===== config.mk =====
export PLATFORM = sky130hd
export DESIGN_NAME = rds_front
export DESIGN_NICKNAME = d
export VERILOG_FILES = /design/src/rtl/reaction_diffusion_stencil_macros.svh /design/src/rtl/rds_pkg.sv /design/src/rtl/rds_front.sv
export SDC_FILE = /design/constraint.sdc
export NUM_CORES = 1
export LEC_CHECK = 0
export ABC_AREA = 1
export BUFFER_PORTS_ARGS = -buffer_cell sky130_fd_sc_hd__buf_2
export CORE_AREA = 2 2 111 113
export DETAILED_ROUTE_END_ITERATION = 8
export DIE_AREA = 0 0 113 115
export HOLD_SLACK_MARGIN = 0.08
export PLACE_DENSITY_LB_ADDON = 0.3
export SKIP_CTS_REPAIR_TIMING = 1
export SLEW_MARGIN = 20
export SYNTH_ARGS = -nofsm -noshare
export SYNTH_HDL_FRONTEND = slang
export SYNTH_SLANG_ARGS = --single-unit

===== constraint.sdc =====
create_clock -name clk -period 2.2 [get_ports clk]
set_input_delay 0.33 -clock clk [delete_from_list [all_inputs] [get_ports clk]]
set_output_delay 0.33 -clock clk [all_outputs]
set_load 0.01 [all_outputs]

===== src/rtl/reaction_diffusion_stencil_macros.svh =====
// Assertion macros shared by the stencil block.
`ifndef REACTION_DIFFUSION_STENCIL_MACROS_SVH
`define REACTION_DIFFUSION_STENCIL_MACROS_SVH
`ifndef SYNTHESIS
`define RDS_ASSERT(label, clk, rst_n, expr) \
	label: assert property (@(posedge clk) disable iff (!rst_n) (expr)) \
		else $error("stencil assertion failed");
`define RDS_ASSERT_NEXT(label, clk, rst_n, pre, post) \
	label: assert property (@(posedge clk) disable iff (!rst_n) (pre) |=> (post)) \
		else $error("stencil assertion failed");
`else
`define RDS_ASSERT(label, clk, rst_n, expr)
`define RDS_ASSERT_NEXT(label, clk, rst_n, pre, post)
`endif
`endif


===== src/rtl/rds_pkg.sv =====
`default_nettype none
package rds_pkg;
	localparam int MAX_SIDE_DEF = 32;
	localparam int CNT_W = 6;
	localparam int DATA_W = 32;
	localparam int Q_DEPTH = 4;
	localparam logic [CNT_W-1:0] GRID_RESET = 6'd32;
	localparam logic [CNT_W-1:0] GRID_MIN = 6'd3;
	localparam logic [DATA_W-1:0] GAIN_RESET = 32'h0001_0000;

	localparam logic [1:0] REG_GRID = 2'd0;
	localparam logic [1:0] REG_ALPHA = 2'd1;
	localparam logic [1:0] REG_BETA = 2'd2;

	typedef struct packed {
		logic signed [DATA_W-1:0] sample;
		logic signed [DATA_W-1:0] prev;
		logic signed [DATA_W-1:0] ew;
		logic signed [DATA_W-1:0] ns;
	} pend_t;

	typedef struct packed {
		logic signed [DATA_W-1:0] sample;
		logic signed [DATA_W-1:0] prev;
		logic signed [DATA_W-1:0] ew;
		logic signed [DATA_W-1:0] ns;
		logic [CNT_W-1:0] col;
		logic [CNT_W-1:0] row;
		logic has_res;
		logic flush;
	} item_t;
endpackage
`default_nettype wire


===== src/rtl/rds_front.sv =====
`default_nettype none
module rds_front #(
	parameter int MAX_SIDE = rds_pkg::MAX_SIDE_DEF
) (
	input wire logic clk,
	input wire logic arst_n,
	input wire logic grid_we,
	input wire logic [rds_pkg::CNT_W-1:0] grid_data,
	input wire logic in_valid,
	output logic in_stall,
	input wire logic signed [rds_pkg::DATA_W-1:0] sample,
	input wire logic signed [rds_pkg::DATA_W-1:0] previous_value,
	input wire logic signed [rds_pkg::DATA_W-1:0] edge_ew,
	input wire logic signed [rds_pkg::DATA_W-1:0] edge_ns,
	input wire logic q_full,
	output logic q_push,
	output rds_pkg::item_t q_din,
	output logic [rds_pkg::CNT_W-1:0] grid
);
	localparam int W = rds_pkg::CNT_W;
	localparam logic [W-1:0] SIDE_MAX = W'(MAX_SIDE);
	localparam logic [W-1:0] GRID_INIT =
		(rds_pkg::GRID_RESET > SIDE_MAX) ? SIDE_MAX : rds_pkg::GRID_RESET;

	logic [W-1:0] col_q;
	logic [W-1:0] row_q;
	logic [W-1:0] grid_q;
	logic [W-1:0] grid_new;
	logic col_end;
	logic row_end;

	assign in_stall = q_full;
	assign q_push = in_valid && !q_full;
	assign grid = grid_q;
	assign col_end = ((W + 1)'(col_q) + 1'b1) == (W + 1)'(grid_q);
	assign row_end = ((W + 1)'(row_q) + 1'b1) == (W + 1)'(grid_q);

	always_comb begin
		grid_new = grid_data;
		if (grid_new < rds_pkg::GRID_MIN) begin
			grid_new = rds_pkg::GRID_MIN;
		end else if (grid_new > SIDE_MAX) begin
			grid_new = SIDE_MAX;
		end
	end

	always_comb begin
		q_din.sample = sample;
		q_din.prev = previous_value;
		q_din.ew = edge_ew;
		q_din.ns = edge_ns;
		q_din.col = col_q;
		q_din.row = row_q;
		q_din.has_res = (row_q != '0);
		q_din.flush = col_end && row_end;
	end

	always_ff @(posedge clk or negedge arst_n) begin
		if (!arst_n) begin
			col_q <= '0;
			row_q <= '0;
			grid_q <= GRID_INIT;
		end else if (grid_we) begin
			grid_q <= grid_new;
			col_q <= '0;
			row_q <= '0;
		end else if (q_push) begin
			if (col_end) begin
				col_q <= '0;
				row_q <= row_end ? '0 : row_q + 1'b1;
			end else begin
				col_q <= col_q + 1'b1;
			end
		end
	end
endmodule
`default_nettype wire


## Word level (Yosys, flattened, before mapping)

Cells that the tools add are included.

| word-level totals | value |
|---|---|
| bits in registers | 18 |
| input bits | 139 |
| output and inout port bits | 150 |
| logic and storage cells | 27 |

| operators by class | value |
|---|---|
| $add $sub $neg | 4 |
| magnitude comparators | 2 |
| equal/unequal tests | 2 |
| muxes and demuxes | 9 |
| reductions and logical operators | 7 |

Operators by type and width:

| kind | count |
|---|---|
| two-way mux 6 bit | 9 |
| adder 6 x 1 -> 7 bit (second input constant) | 2 |
| equality test 7 x 6 -> 1 bit | 2 |
| adder 6 x 1 -> 6 bit (second input constant) | 2 |
| greater-than comparator 6 bit (second input constant) | 1 |
| < comparator 6 x 2 -> 1 bit (second input constant) | 1 |
| nonzero test 6 bit | 1 |
| nonzero test 2 bit | 2 |
| logical AND 1 bit | 2 |
| AND reduction 2 bit | 1 |
| zero test 1 bit | 1 |

## Depth between registers and ports, before layout

| depth | value |
|---|---|
| word-level depth | 6 |
| mapped depth | 13 |
| mapped depth without buffers | 13 |

## Worst setup path before layout

No wires, ideal clock.

| timing | value |
|---|---|
| path kind | flip-flop to output port |
| start | register row_q[0] |
| end | output q_din[0] (netlist name) |
| data arrival time | 1.503 ns |
| data required time | 1.870 ns |
| path slack | 0.367 ns |
| stages on the path, launching flop included | 8 |
| buffers on the path | 0 |
| path through | dfrtp_1 -> inv_2 -> ha_1 -> xnor2_1 -> nand3_1 -> nor2_1 -> nand3_1 -> nor2_1 |

RTL lines:

| what | line | source |
|---|---|---|
| start, declared | rds_front.sv:26 | `logic [W-1:0] row_q;` |
| start signal, assigned | rds_front.sv:70 | `row_q <= row_end ? '0 : row_q + 1'b1;` |
| end, declared | rds_front.sv:17 | `output rds_pkg::item_t q_din,` |

==> flow_results.org <==
** Layout
- Share of post-route cells with drive strength above 1 :: 32.91%
- Total Nets Final :: 380
- Final core utilization :: 15.77%
- The layout has 1363 filler cells.
- Compared with the post-synthesis result, the final layout area differs by -18.23%.
- The repair_antennas step left the layout with diodes totalling 0.

** Job
- Max-cap violations :: 0

** Synth
- Share of the synthesized area in compound gates (AO/OA/AOI/OAI) :: 3.624%
- The number of nets handed over by synthesis was 465.
- Share of the synthesized netlist area taken by xor and xnor gates :: 1.538%
- After synthesis, the largest family of logic cells by area is buffers and inverters.
- Most common library cells after synthesis :: 129 x buf_4, 70 x nand2_1, 23 x nand3_1
- Summing the areas of all fa, ha and maj instances in the mapped netlist gives 1.647% of the synthesized area.
- Async S/R FF share, synth :: between 90% and 100%
- For this run, the number of Yosys warnings is 0.
- Area of the mapped netlist :: 0.002278 mm²
- Measured against the total synthesized area, the mux share comes to 0%.
- Sequential-to-total area share from yosys stat :: 19.82%
- Most common cell in the synthesized netlist :: buf_4
- After Yosys synthesis, and, or, nand and nor cells account for 26.52% of the synthesized area.
- Yosys reg bits :: 18
- Cell variety after synth :: 24
- Post-synth EDFFs :: 0
- Avg Inst Size Synth :: 7.054 µm²
- For this run, the leading register cell type out of synthesis is dfrtp_1.
- Gate Count Post-Synth :: between 300 and 400
- The share of synthesized area in the top cell type comes to 42.50%.
- Area leader, netlist :: buf_4
- By area the synthesized netlist is led by buf_4 43%, dfrtp_1 19%, nand2_1 12%.

** Drt
- Vias per cell :: 3.938
- DR WL/cell :: 14.93 µm
- In this run the remaining antenna-violating nets after routing total 0.
- DRC violation count after routing :: 20
- 1st-iter DRT viols :: 80
- Drt total wl :: 5735 µm
- Total vias in the final route :: 1512
- Detailed-router iteration count before antenna repair :: 8

** Setup path
- Worst setup SP type :: flip-flop
- Reg2Reg Launch Point :: col_q[1]$_DFFE_PN0P_
- The worst setup path is of the flip-flop to output port kind.
- The largest single stage delay on the critical path is 0.45 ns.
- Arrival time of the worst setup path :: 1.77 ns
- The worst setup path is captured at an output port.
- Highest net fanout along the worst path :: 5
- Minimum setup slack among reg-to-reg paths :: 0.37 ns
- FF-to-FF End :: row_q[2]$_DFFE_PN0P_
- CP cell instances :: ha_4 -> xnor2_2 -> nand3_1 -> nor2_2 -> nand3_4 -> nor2_2 -> buf_2
- Critical path's most frequent cell :: nor2_2
- Master of the slowest instance on the critical path :: dfrtp_1
- Measured in cells, the most critical reg-to-reg path has a length of 9.
- Endpoint required time on the critical path :: 1.87 ns

** Hold path
- Startpoint of the tightest hold check path :: grid_data[1]
- The path with the worst hold slack has its endpoint at grid[1]$_DFFE_PN0P_.
- Hold Path Class :: input port to flip-flop
- Counting instances, the worst hold path has a depth of 3.

** GRT
- The initial antenna violation count was 0.
- The first global-routing pass estimated 8418 µm of wire.
- Entering global routing, the biggest net connects 19 pins.
- Global routing finished with a remaining overflow of 0.
- Global routing used ~8.3% of the available tracks.
- Vias in the first global route :: roughly 1500

** Clocking
- For this design, the sink count on the clock tree is 18.
- Clock tree synthesis selected as its root buffer the cell clkbuf_16.
- Counting along the longest clock path gives a buffer depth of 2.
- TritonCTS built the clock tree.
- Counting the buffers created by CTS gives 3.
- Clock input transition at the sequential cells of the worst setup and hold paths :: 0.06 ns
- CTS built an H-tree with a depth of 1.
- At the later pin of the worst-skew pair, clock insertion delay measures 0.25 ns.

** Timing
- Slew at the pin closest to its max-slew limit :: between 0.4 and 0.5 ns
- Worst slack on hold paths :: 0.3226 ns
- The number of slew-limit violations in the final report was 0.
- For the final database, setup skew stands at roughly 0.0031 ns.
- Setup slack on the critical path of the routed design comes to 0.1017 ns.
- Slew Limit Headroom :: 70.25%
- Based on the critical path, the design can be clocked at up to between 400 and 500 MHz.
- Adding up every negative setup slack in the final design gives 0 ns.
- The final count of hold timing violations is 0.
- Finish-stage setup viols :: 0
- Counting I/O delays and the setup requirement, the final critical path takes 2.098 ns.
- Dividing the final minimum period by the clock period gives between 90% and 100%.

** Outcome
- Failing checks :: DRC
- Result of the run :: finished with violations

** Power and ir drop
- P per Cell Area :: between 800 and 900 mW/mm²
- The worst-case IR drop observed on VDD is 0.2179 mV.
- Static leakage :: 0.9025 nW

** Die
- Initial standard-cell utilization of the core :: a little under 20%
- Io pins :: between 200 and 300
- After floorplanning, the core was divided into 40 placement rows.
- The floorplan step defined a core boundary enclosing roughly 0.012 mm².
- Chip width :: 113 µm
- Full die area :: 0.01300 mm²
- The floorplan step set the die height to 115 µm.

** Placed design
- Port buffering added 32 buffers.
- Before CTS, the worst setup slack after placement is 0.3027 ns.
- Global placement routability congestion :: 0.7831
- DPL Wire Length :: roughly 4700 µm
state kept, by name (all words and copies together), names as in the netlist:
| register | count |
|---|---|
| col_q | 6 |
| grid | 6 |
| row_q | 6 |
cell type report:
| class | count | area [µm²] | share of cell area [%] |
|---|---|---|---|
| clock buffer | 4 | 88.84 | 4.768 |
| inverter | 25 | 93.84 | 5.037 |
| multi-input combinational | 150 | 817.0 | 43.85 |
| sequential | 18 | 456.7 | 24.51 |
| tap | 147 | 183.9 | 9.872 |
| timing repair buffer | 40 | 222.7 | 11.95 |
critical path, delay by kind of cell (launching register included):
kind,cells,cell delay (ns)
flops,1,0.45
fa+ha+maj,1,0.28
xor+xnor,1,0.15
buf+inv,1,0.14
simple gates,4,0.49
stage by stage:
step,total power [mW],cell area [µm²],instances
detailed placement,0.9882,1664,374
CTS,1.414,1753,378
global placement,0.9852,1664,374
finish,1.510,1863,384
floorplan,1.036,2278,323
global route,1.628,1863,384
metal layers:
metal	track usage, %	part of all wire, %	vias to the layer above
met2	13.69	48	131
met5	0	0	-
li1	-	-	695
met4	5.528	2.9	0
met3	3.954	12	23
met1	8.539	37	663
report_power, final:
group / internal, mW / total [mW] / leakage [nW] / switching, mW
Combinational: 0.280 / 0.611 / 0.626 / 0.331
Sequential: 0.388 / 0.481 / 0.233 / 0.0927
Clock: 0.277 / 0.419 / 0.0442 / 0.141
layout by cell type (no fill, tap or decap), types with 3 or more instances in the layout:
cell and count:
nor2_2 3, buf_2 32, buf_4 7, nand2_1 67
nor2_4 3, clkbuf_16 3, inv_2 3, nor2_1 16
nand3_2 4, ha_4 3, o21ai_1 3, nand2_2 11
inv_1 22, nand3_1 23, dfrtp_2 4, dfrtp_1 13
o21ai_0 6
cell families (layout without fill, tap and decap cells):
| family | Yosys count | after routing |
|---|---|---|
| buf+inv | 155 | 69 |
| simple gates | 130 | 130 |
| flops | 18 | 18 |
| compound gates | 13 | 13 |
| xor+xnor | 4 | 4 |
| fa+ha+maj | 3 | 3 |
worst max path at each step:
stage / startpoint / depth (start not counted) / slack [ns] / to
floorplan: row_q[0]$_DFFE_PN0P_ / 7 / 0.37 / q_din[0]
global placement: row_q[1]$_DFFE_PN0P_ / 11 / 0.27 / q_din[0]
detailed placement: row_q[1]$_DFFE_PN0P_ / 11 / 0.30 / q_din[0]
CTS: col_q[0]$_DFFE_PN0P_ / 11 / 0.02 / q_din[0]
global route: row_q[1]$_DFFE_PN0P_ / 11 / -0.008 / q_din[0]
finish: col_q[1]$_DFFE_PN0P_ / 7 / 0.10 / q_din[0]
(Power assumes the default switching activity.)
