==> config.mk <==
export PLATFORM = sky130hd
export DESIGN_NAME = rds_fifo
export DESIGN_NICKNAME = d
export VERILOG_FILES = /design/src/rtl/reaction_diffusion_stencil_macros.svh /design/src/rtl/rds_pkg.sv /design/src/rtl/rds_fifo.sv
export SDC_FILE = /design/constraint.sdc
export NUM_CORES = 1
export LEC_CHECK = 0
export BUFFER_PORTS_ARGS = -buffer_cell sky130_fd_sc_hd__buf_4
export CORE_ASPECT_RATIO = 1.5
export CORE_MARGIN = 4
export CORE_UTILIZATION = 45
export DETAILED_ROUTE_END_ITERATION = 7
export PLACE_DENSITY = 0.75
export SYNTH_ARGS = -nofsm -noshare
export SYNTH_HDL_FRONTEND = slang
export SYNTH_SLANG_ARGS = --single-unit
==> constraint.sdc <==
create_clock -name clk -period 4.3 [get_ports clk]
set_input_delay 0.215 -clock clk [delete_from_list [all_inputs] [get_ports clk]]
set_output_delay 0.215 -clock clk [all_outputs]
set_load 0.01 [all_outputs]
==> src/rtl/reaction_diffusion_stencil_macros.svh <==
// Assertion macros shared by the stencil block.
`ifndef REACTION_DIFFUSION_STENCIL_MACROS_SVH
`define REACTION_DIFFUSION_STENCIL_MACROS_SVH
`ifndef SYNTHESIS
`define RDS_ASSERT(label, clk, rst_n, expr) \
	label: assert property (@(posedge clk) disable iff (!rst_n) (expr)) \
		else $error("stencil assertion failed");
`define RDS_ASSERT_NEXT(label, clk, rst_n, pre, post) \
	label: assert property (@(posedge clk) disable iff (!rst_n) (pre) |=> (post)) \
		else $error("stencil assertion failed");
`else
`define RDS_ASSERT(label, clk, rst_n, expr)
`define RDS_ASSERT_NEXT(label, clk, rst_n, pre, post)
`endif
`endif

==> src/rtl/rds_pkg.sv <==
`default_nettype none
package rds_pkg;
	localparam int MAX_SIDE_DEF = 32;
	localparam int CNT_W = 6;
	localparam int DATA_W = 32;
	localparam int Q_DEPTH = 4;
	localparam logic [CNT_W-1:0] GRID_RESET = 6'd32;
	localparam logic [CNT_W-1:0] GRID_MIN = 6'd3;
	localparam logic [DATA_W-1:0] GAIN_RESET = 32'h0001_0000;

	localparam logic [1:0] REG_GRID = 2'd0;
	localparam logic [1:0] REG_ALPHA = 2'd1;
	localparam logic [1:0] REG_BETA = 2'd2;

	typedef struct packed {
		logic signed [DATA_W-1:0] sample;
		logic signed [DATA_W-1:0] prev;
		logic signed [DATA_W-1:0] ew;
		logic signed [DATA_W-1:0] ns;
	} pend_t;

	typedef struct packed {
		logic signed [DATA_W-1:0] sample;
		logic signed [DATA_W-1:0] prev;
		logic signed [DATA_W-1:0] ew;
		logic signed [DATA_W-1:0] ns;
		logic [CNT_W-1:0] col;
		logic [CNT_W-1:0] row;
		logic has_res;
		logic flush;
	} item_t;
endpackage
`default_nettype wire

==> src/rtl/rds_fifo.sv <==
`default_nettype none
module rds_fifo #(
	parameter int DEPTH = rds_pkg::Q_DEPTH
) (
	input wire logic clk,
	input wire logic arst_n,
	input wire logic push,
	input wire rds_pkg::item_t din,
	input wire logic pop,
	output rds_pkg::item_t dout,
	output logic full,
	output logic empty
);
	localparam int PW = (DEPTH > 1) ? $clog2(DEPTH) : 1;
	localparam int CW = $clog2(DEPTH + 1);

	rds_pkg::item_t mem [DEPTH];
	logic [PW-1:0] wr_q;
	logic [PW-1:0] rd_q;
	logic [CW-1:0] cnt_q;

	assign full = (cnt_q == CW'(DEPTH));
	assign empty = (cnt_q == '0);
	assign dout = mem[rd_q];

	always_ff @(posedge clk) begin
		if (push) begin
			mem[wr_q] <= din;
		end
	end

	always_ff @(posedge clk or negedge arst_n) begin
		if (!arst_n) begin
			wr_q <= '0;
			rd_q <= '0;
			cnt_q <= '0;
		end else begin
			if (push) begin
				wr_q <= (wr_q == PW'(DEPTH - 1)) ? '0 : wr_q + 1'b1;
			end
			if (pop) begin
				rd_q <= (rd_q == PW'(DEPTH - 1)) ? '0 : rd_q + 1'b1;
			end
			if (push && !pop) begin
				cnt_q <= cnt_q + 1'b1;
			end else if (pop && !push) begin
				cnt_q <= cnt_q - 1'b1;
			end
		end
	end
endmodule
`default_nettype wire

; Word level (Yosys, flattened, before mapping)
; Memory sizes are Yosys's and may differ from the RTL's.
; Cells that the tools add are included.
[totals]
ff_bits = 7
mem_bits_rw = 568
output_inout_bits = 144
word_cells = 23
memories = 1
[memory_table]
columns = memory, depth, word_bits, rd, rd_ports_with_merged_regs, write_ports, line
row1 = mem, 4, 142, 1, 0, 1, rds_fifo.sv:17  ; rds_pkg::item_t mem [DEPTH];
[classes]
addsub = 4
n_eq_ne = 3
mux = 6
n_reduce_logical = 6
[ops]
columns = cell, n
row1 = two-way mux 3 bit, 2
row2 = "adder 2 x 1 -> 2 bit, second input constant", 2
row3 = "== test 2 bit, second input constant", 2
row4 = two-way mux 2 bit, 2
row5 = "adder 3 x 1 -> 3 bit, second input constant", 1
row6 = "== test 3 bit, second input constant", 1
row7 = zero test 3 bit, 1
row8 = "subtractor 3 x 1 -> 3 bit, second input constant", 1
row9 = logical AND 1 bit, 2
row10 = zero test 1 bit, 2
row11 = two-way mux 1 bit, 2
row12 = nonzero test 2 bit, 1

; Depth between registers and ports, before layout
; Gate-level depths: netlist of run 1.
[logic_depth]
ltp_word = 4
depth_mapped = 7
mapped_depth_nobuf = 7

; Least setup slack after synthesis of run 1
; OpenSTA, ideal clock, no wires.
[synth_timing]
path_type = register to register
start = register wr_q[0]
end = memory mem[2][0] (netlist name), enable pin
arrival_time_ps = 3874
slack_ps = -92
stages_incl_launch_ff = 4
path_buffers = 0
period_less_slack_ps = 4392
path_cell_list = dfrtp_1 -> inv_1 -> ha_1 -> and2_1
[synth_rtl]
columns = item, line
row1 = start: declaration, rds_fifo.sv:18  ; logic [PW-1:0] wr_q;
row2 = start signal: assignment, rds_fifo.sv:39  ; wr_q <= (wr_q == PW'(DEPTH - 1)) ? '0 : wr_q + 1'b1;
row3 = end: declaration, rds_fifo.sv:17
; No word-level cell before the write port.

==> results of run 1 <==
[routing by layer]
| layer | part of all wire [%] | vias up |
|---|---|---|
| li1 | - | 4327 |
| met1 | 36 | 5194 |
| met2 | 55 | 311 |
| met3 | 5.5 | 82 |
| met4 | 3.1 | 2 |
| met5 | 0.030 | - |
[logic make-up (layout without fill, tap and decap cells)]
logic type	after synthesis	in the layout	share of synthesized area, %
flops	575	575	82.6
mux	145	145	15.5
buf+inv	36	550	1.06
simple gates	11	11	0.270
fa+ha+maj	7	7	0.456
xor+xnor	3	3	0.126
compound gates	2	2	0.0480
other cells	0	2	0
[cells in the final DEF (no fill, tap or decap), types with 3 or more instances in the layout]
cell	n
dfrtp_1	5
and2_4	4
clkinv_1	10
inv_6	5
buf_12	7
edfxtp_1	568
ha_1	6
clkbuf_16	53
dlygate4sd3_1	146
mux4_2	142
mux2_2	3
buf_4	300
nor2_1	3
clkinv_2	8
inv_1	4
clkbuf_1	13
[worst max-delay path, stage by stage, from the launching register on]
cell and delay, ps:
dfrtp_4 630, buf_4 570, mux4_2 430, buf_4 170
[cell type report]
class                   count  share of cell area [%]
clock inverters            25                   0.675
multi-input cells         168                    12.8
diodes                      2                  0.0186
repair buffers            453                    14.3
clock buffers              68                    5.22
flip-flops and latches    575                    64.2
well taps                 588                    2.74
inverters                   4                  0.0559
[synthesized netlist by cell type, types with 3 or more instances]
library cell,number,share of area (%)
mux2_2,3,0.16
and2_1,4,0.12
inv_1,4,0.072
buf_2,17,0.41
mux4_2,142,15
nor2_1,3,0.054
dfrtp_1,7,0.84
clkbuf_1,6,0.11
ha_1,6,0.36
buf_6,8,0.43
edfxtp_1,568,82
[flip-flops by register name, summed over array words and instances (netlist names)]
| register | cells |
|---|---|
| wr_q | 2 |
| rd_q | 2 |
| cnt_q | 3 |
| mem | 568 |
[worst paths after layout]
path                            startpoint    endpoint  slack (ps)  cells after the start
worst max-delay path               rd_q[1]    dout[76]        1670                      3
worst max register to register     wr_q[0]  mem[2][80]        2000                      4
min in group asynchronous           arst_n    cnt_q[1]         650                      3
max in group asynchronous           arst_n     rd_q[0]        3360                      3
worst min register to register    cnt_q[2]    cnt_q[2]         540                      1
worst min-delay path               din[15]  mem[1][15]         400                      2
[power by group]
part	switching (W)	internal, W
Combinational	0.00265	0.00269
Sequential	0.000256	0.00718
Clock	0.00193	0.00242
Total	0.00484	0.0123
[stage by stage]
stage	hold WS, ps	setup slack, ps	instance area [µm²]	std cells	util, %
after floorplan	-80.6	1490	20900	779	-
after global placement	36.0	2000	23800	1642	52.0
after detailed placement	35.8	1920	23800	1642	52.0
after CTS	362	1620	26900	1881	58.7
after global routing	373	1560	26900	1881	58.7
final	396	1670	26900	1883	58.7
[repair_timing]
action	in CTS	in global routing
hold endpoints to repair	579	0
hold buffers	146	0
endpoints found under the setup margin	0	0
==> metrics, run 1 <==
final setup vio count=0; GR met1 Demand/Resource=20.8%; site row count=96; endpoint class of the critical path=output pin; Synth Area per Inst=26.8 µm²; Die Height=272 µm; PwrDens=638 mW/mm²; Worst setup SP type=register; worst-path fanout max=40; fmax=0.381 GHz; Nets=1406; DRT antenna net count=0; Seq/Total Area, Yosys=82.6%; CTS tree=built; Cell variety after synth=19; setup bufs post-CTS=0; placeable core area=0.0458 mm²; met2 Usage GRT=30.9%; via count=9916; htree depth=2; initial antenna violation count=3; largest net degree at the start of global routing=85; Starting Density=45.6%; dpl hpwl=25700 µm; first-pass GRT wire length=66300 µm; Ports=290; # DRC=0; Worst-path clk slew=70 ps; Synth async-reset ratio=1.22%; syn_nets=932; Via-to-Cell Ratio=5.27; share of post-route cells with drive strength above 1=40.8%; final hold vios=0; Pre-Repair DR Iteration Count=5; MaxCap Viol Count=0; worst slew pin tran=982 ps; unrepaired setup endpoints after global routing=no; I/O Buffers=289; total power draw=0.0171 W; Primary FF master, synth=edfxtp_1; clock sink count=575; area of the multi-input gates=0.00343 mm²; Gates resized, CTS repair=0; GRT Resource Usage Total=17.2%; routability cong.=0.718; register area=0.0172 mm²; mapped cell area=0.0209 mm²; GRT met3 Usage=3.32%; area grow syn2layout=28.7%; full die area=0.0500 mm²; leakage power=9.21 nW; Layout fillers=3158; Yosys warning total=0; Peak VDD IR=0.662 mV; grt ovf=0; DR iter-0 viols=696; Crit Path Class=register to output pin; Mapped Cells=779; DIE WIDTH=184 µm; drt wl/cell=23.0 µm; minimum clock period=2630 ps; drt total wl=43300 µm; count of pins over their slew limit=0; Fin Clk Skew=17.0 ps; Hold WC Path Type=primary input to register; Worst EP arrival=2410 ps; Worst Path Required=4090 ps; Slew headroom=34.6%; final period utilization=61.1%; vias in the first global route=11000; Clock Latency Late Sink=570 ps; EDFF count, synth=568; Root Driver=clkbuf_16; gr busiest metal=met2; clock buffers created by TritonCTS=51; clock buffer depth=3; Synth Register Bits=575; Post-Route Setup TNS=0 ps; status=finished clean
No activity file was read; power rests on OpenSTA's default activity.
==> run 2, diff against run 1 <==
==> constraint.sdc (replaced) <==
create_clock -name clk -period 2.2 [get_ports clk]
set_input_delay 0.11 -clock clk [delete_from_list [all_inputs] [get_ports clk]]
set_output_delay 0.11 -clock clk [all_outputs]
set_load 0.01 [all_outputs]
==> run 2 against run 1 <==
Net effect:
- the flow now finishes with violations (setup timing)
- combinational power is 140% higher
- cell area up 4.3%
- die area did not move
- count of clock-buffer cells in the layout fell by 8
- sequential power rose by 95%
- critical path depth grew 1
- highest routed layer is now met4
==> metrics, run 2 (same netlist as run 1, synthesis figures left out) <==
unrepaired setup endpoints after global routing=yes; MaxCap Viol Count=0; final hold vios=0; Crit Path Class=register to output pin; Peak VDD IR=0.979 mV; worst-path fanout max=9; Pre-Repair DR Iteration Count=5; dpl hpwl=27400 µm; drt total wl=46600 µm; fmax=0.447 GHz; Clock Latency Late Sink=560 ps; Place WS=251 ps; register area=0.0172 mm²; Root Driver=clkbuf_16; largest register by flop count=mem; failing checks=setup timing; final setup vio count=7; GRT Resource Usage Total=18.1%; Worst setup SP type=register; final hold slack=290 ps; Ports=290; minimum clock period=2240 ps; Worst EP arrival=2130 ps; Final Instance Count excl. Fillers=1915; Net Switching=0.0102 W; grt ovf=0; switch share=27.9%; final period utilization=102%; Worst Path Required=2090 ps; Post-Route Setup TNS=-106 ps; largest net degree at the start of global routing=66; I/O Buffers=289; initial antenna violation count=3; vias in the first global route=11200; clock buffer depth=3; most common cell after layout, fill and taps aside=edfxtp_1; DRT antenna net count=0; clock sink count=575; fin area=0.0280 mm²; Int Power=0.0263 W; largest registers=mem x568, cnt_q x3; clock buffers created by TritonCTS=51; worst slew pin tran=482 ps; Hold WC Path Type=primary input to register; placeable core area=0.0458 mm²; area grow syn2layout=34.2%; site row count=96; full die area=0.0500 mm²; Slew headroom=67.9%; area of the multi-input gates=0.00343 mm²; count of pins over their slew limit=0; status=complete, but fails checks; placed cell count=1657; Worst-path clk slew=60 ps; part of the power in registers=39.8%; Starting Density=45.6%; max reg flops=568; PwrDens=1300 mW/mm²; DR iter-0 viols=712; Gate power share=35.1%; Clock Power Share=25.2%; Fin Clk Skew=15.5 ps; most frequent cells in the layout=568 x edfxtp_1, 191 x buf_4, 146 x dlygate4sd3_1, 142 x mux4_2, 117 x buf_6; share of post-route cells with drive strength above 1=42.6%; htree depth=2; CTS tree=built; Nets=1435; leakage power=9.69 nW; # DRC=0; Die Height=272 µm; Final Worst Setup Slack=-36.4 ps; Via-to-Cell Ratio=5.31; drt wl/cell=24.3 µm; routability cong.=0.737; DIE WIDTH=184 µm; cell area after placement=0.0241 mm²; endpoint class of the critical path=output pin; Layout fillers=2986; first-pass GRT wire length=68900 µm; via count=10200
==> run 2: cell count changes in the layout (fill, tap and decap cells not counted), moves of 4 or more <==
cell,before,now
inv_6,5,1
clkbuf_16,53,57
buf_12,7,16
buf_16,0,8
clkbuf_1,13,7
bufinv_16,2,8
buf_4,300,191
buf_6,0,117
==> run 2: per-layer routing <==
| layer | track usage (%) | part of all wire (%) | vias to the layer above |
|---|---|---|---|
| li1 | - | - | 4397 |
| met1 | 21.6 | 35 | 5330 |
| met2 | 32.1 | 55 | 356 |
| met3 | 3.16 | 5.1 | 93 |
| met4 | 7.85 | 4.6 | 0 |
| met5 | 0 | 0 | - |
==> run 2: worst max-delay path, stage by stage, from the launching register on <==
cell and delay, ps:
dfrtp_4 440, buf_12 170, buf_4 160, mux4_2 580, buf_4 190
==> run 2: path summary, 6_finish.rpt <==
| check | from | end | slack [ps] | cells after the start |
|---|---|---|---|---|
| min in group asynchronous | arst_n | wr_q[0] | 550 | 3 |
| hold reg to reg | cnt_q[2] | cnt_q[2] | 490 | 1 |
| setup / recovery | rd_q[0] | dout[97] | -40 | 4 |
| hold / removal | din[23] | mem[0][23] | 290 | 2 |
| setup reg to reg | wr_q[0] | mem[0][60] | 440 | 4 |
| max in group asynchronous | arst_n | rd_q[1] | 1330 | 3 |
==> run 2: repair_timing <==
action	4_1_cts	5_1_grt
gates resized for setup	101	24
setup endpoints to repair	137	139
hold buffers	146	0
pin swaps	0	0
buffers inserted	6	1
cloned	3	4
endpoints found under the hold margin	580	0
==> run 2: power groups by stage <==
stage                     clock network (W)  logic [W]  registers (W)
after floorplan                           0    0.00603         0.0145
after CTS                           0.00931     0.0125         0.0145
final                               0.00917     0.0128         0.0145
after detailed placement                  0     0.0108         0.0148
after global placement                    0     0.0108         0.0147
after global routing                0.00986     0.0135         0.0146
==> run 2: cell type report <==
cell class,count,share of cell area [%]
sequential,575,61.5
timing repair buffer,482,17.3
multi-input combinational,168,12.2
clock buffer,60,4.83
tap,588,2.63
clock inverter,35,1.36
inverter,4,0.0536
antenna,3,0.0268
==> run 2: metrics by stage <==
step	total power, W	utilization (%)
after floorplan	0.0206	-
after global placement	0.0254	52.6
after detailed placement	0.0256	52.6
after CTS	0.0363	60.8
after global routing	0.0380	61.2
final	0.0364	61.2
==> run 3, diff against run 2 <==
--- a/config.mk
+++ b/config.mk
@@ -5,12 +5,13 @@
 export SDC_FILE = /design/constraint.sdc
 export NUM_CORES = 1
 export LEC_CHECK = 0
+export ABC_AREA = 1
 export BUFFER_PORTS_ARGS = -buffer_cell sky130_fd_sc_hd__buf_4
 export CORE_ASPECT_RATIO = 1.5
 export CORE_MARGIN = 4
 export CORE_UTILIZATION = 45
 export DETAILED_ROUTE_END_ITERATION = 7
-export PLACE_DENSITY = 0.75
+export PLACE_DENSITY = 0.74
 export SYNTH_ARGS = -nofsm -noshare
 export SYNTH_HDL_FRONTEND = slang
 export SYNTH_SLANG_ARGS = --single-unit
==> run 3 against run 2 <==
Net effect:
- the flow now finishes without violations
- flip-flop and latch count is the same
- count of clock-buffer cells in the layout grew 1
- cell area grew 6.0%
- total power grew 2.1%
- highest routed layer is now met5
- largest cell class unchanged
- synthesized cell count grew 120%
- sequential share of layout area shrank 3.5 points
- global-route usage grew 1.0 points
==> metrics, run 3 <==
status=finished clean; Worst setup SP type=register; r2r setup slk=220 ps; CP most frequent cell=nand2_1; Crit Path Class=register to output pin; routability cong.=0.783; top-area cell type share of the netlist area=74.1%; via count=14600; total power draw=0.0372 W; clock sink count=575; final core utilization=58.6%; EDFF count, synth=568; I/O Buffers=289; Synth Register Bits=575; GRT Resource Usage Total=19.2%; Synth Area per Inst=13.5 µm²; clock buffer depth=3; cell chain of the critical path=inv_16 -> buf_12 -> nand2_1 -> o211ai_1 -> nand2_1 -> buf_4; mapped cell area=0.0230 mm²; endpoint class of the critical path=output pin; fmax=0.466 GHz; Synth area leaders=edfxtp_1 74%, o211ai_1 9.2%, nand2_1 7.2%, inv_1 4.8%, buf_6 1.8%; Via-to-Cell Ratio=5.07; htree depth=2; Worst EP arrival=2030 ps; Worst Path Required=2090 ps; count leader, synth=edfxtp_1; max reg flops=568; Die Height=285 µm; placeable core area=0.0507 mm²; CP Depth=6; CTS tree=built; Worst-path clk slew=70 ps; grt ovf=0; final hold vios=0; PwrDens=1250 mW/mm²; Starting Density=45.4%; most frequent cells after synthesis=568 x edfxtp_1, 441 x nand2_1, 295 x inv_1; Slew headroom=54.2%; most common cell after layout, fill and taps aside=edfxtp_1; # DRC=0; Fin Clk Skew=22.0 ps; Primary FF master, synth=edfxtp_1; CP max stage cell=dfrtp_2; Clock Latency Late Sink=590 ps; Mapped Cells=1709; DIE WIDTH=193 µm; Pre-Repair DR Iteration Count=5; largest area contributor in the netlist=edfxtp_1; initial antenna violation count=6; cell family with most CP delay=buffers and inverters; Reg-to-Reg Start=wr_q[0]; clock buffers created by TritonCTS=52; drt total wl=55400 µm; vias in the first global route=14800; site row count=101; DRT antenna net count=0; CP Buf/Inv Count=3; largest register by flop count=mem; largest net degree at the start of global routing=83; worst slew pin tran=685 ps; leakage power=11.9 nW; crit path to=dout[96]; area grow syn2layout=29.1%; final period utilization=97.5%; placed cell count=2625; final setup vio count=0; Layout fillers=3709; Final Instance Count excl. Fillers=2887; fin area=0.0297 mm²; Ports=290; most frequent cells in the layout=568 x edfxtp_1, 437 x nand2_1, 311 x buf_4, 290 x inv_1, 282 x o211ai_1; first-pass GRT wire length=82000 µm; minimum clock period=2140 ps; worst reg2reg endpoint=mem[0][132]; Root Driver=clkbuf_16; Yosys warning total=0; worst-path fanout max=62; Nets=2322; Hold WC Path Type=primary input to register; Seq/Total Area, Yosys=74.9%; unrepaired setup endpoints after global routing=yes; largest registers=mem x568, cnt_q x3; DR iter-0 viols=866; dpl hpwl=32600 µm; Peak VDD IR=0.872 mV; cell area after placement=0.0261 mm²; Cell variety after synth=20; crit-path max cell delay=500 ps; cell depth of the worst flop-to-flop path=5; MaxCap Viol Count=0; Critical Path Start=rd_q[0]; share of post-route cells with drive strength above 1=20.5%; drt wl/cell=19.2 µm; count of pins over their slew limit=0; syn_nets=1862; full die area=0.0549 mm²; Synth async-reset ratio=1.22%
[run 3: cell count changes in the layout (fill, tap and decap cells not counted), moves of 4 or more]
cell and change:
buf_12 +12, buf_6 -116, buf_4 +120, inv_1 +286, clkinvlp_4 +4, o211ai_1 +282
nand2_2 +4, mux4_2 -142, nand2_1 +435, and2_4 -4
[run 3: worst register-to-register path, delay by kind of cell (launching register included)]
kind	cells	cell delay (ps)
and+or+nand+nor	1	80
adders and majority gates	1	180
DFF	1	410
buffers and inverters	3	1040
[run 3: worst min-delay path by stage]
stage                  to    start  depth (start not counted)
2_1_floorplan    cnt_q[0]   arst_n                          0
3_3_place_gp      rd_q[1]   arst_n                          1
3_5_place_dp      rd_q[1]   arst_n                          1
4_1_cts        mem[1][26]  din[26]                          2
5_1_grt        mem[1][38]  din[38]                          2
6_report       mem[1][38]  din[38]                          2
[run 3: final cells by class]
class	count	area (µm²)	share of cell area (%)
sequential	575	17200	58.0
inverter	297	1160	3.90
multi-input combinational	743	3970	13.4
clock inverter	37	415	1.40
timing repair buffer	498	4700	15.8
clock buffer	61	1360	4.57
tap	669	837	2.82
timing repair inverter	2	20.0	0.0674
antenna	5	12.5	0.0421
[run 3: where the power goes]
group / internal (W) / total, W / switching, W / leakage [nW]
logic: 0.00545 / 0.0134 / 0.00794 / 5.78
registers: 0.0140 / 0.0145 / 0.000471 / 5.30
clock network: 0.00539 / 0.00931 / 0.00392 / 0.864
total: 0.0249 / 0.0372 / 0.0123 / 11.9
[run 3: repair_timing]
action	CTS	global route
setup buffers	1	2
pin swaps	0	1
endpoints found under the hold margin	580	0
resized for setup	9	4
cloned	4	6
hold buffers	146	0
setup endpoints to repair	142	101
[run 3: kinds of logic (layout without fill, tap and decap cells)]
kind of cell,count (synthesis),after routing,share of synthesized area (%)
flops,575,575,74.9
simple gates,447,447,7.32
buf+inv,391,895,7.93
compound gates,288,288,9.40
fa+ha+maj,7,7,0.413
xor+xnor,1,1,0.0381
other cells,0,5,0
[run 3: metrics by stage]
step	hold slack [ps]	setup TNS [ps]	worst slack (ps)
6_report	280	0	55.0
4_1_cts	243	-45.5	-16.0
2_1_floorplan	-186	-543810	-968
5_1_grt	270	-2050	-89.9
3_3_place_gp	-59.8	0	150
3_5_place_dp	-56.8	0	175
[run 3: metal layers]
layer / vias to the layer above / GRT usage (%) / wire length (µm)
met4: 2 / 6.58 / 1910
li1: 6925 / - / -
met2: 427 / 35.6 / 29700
met1: 7159 / 22.4 / 21300
met5: - / 0 / 13
met3: 112 / 2.65 / 2530
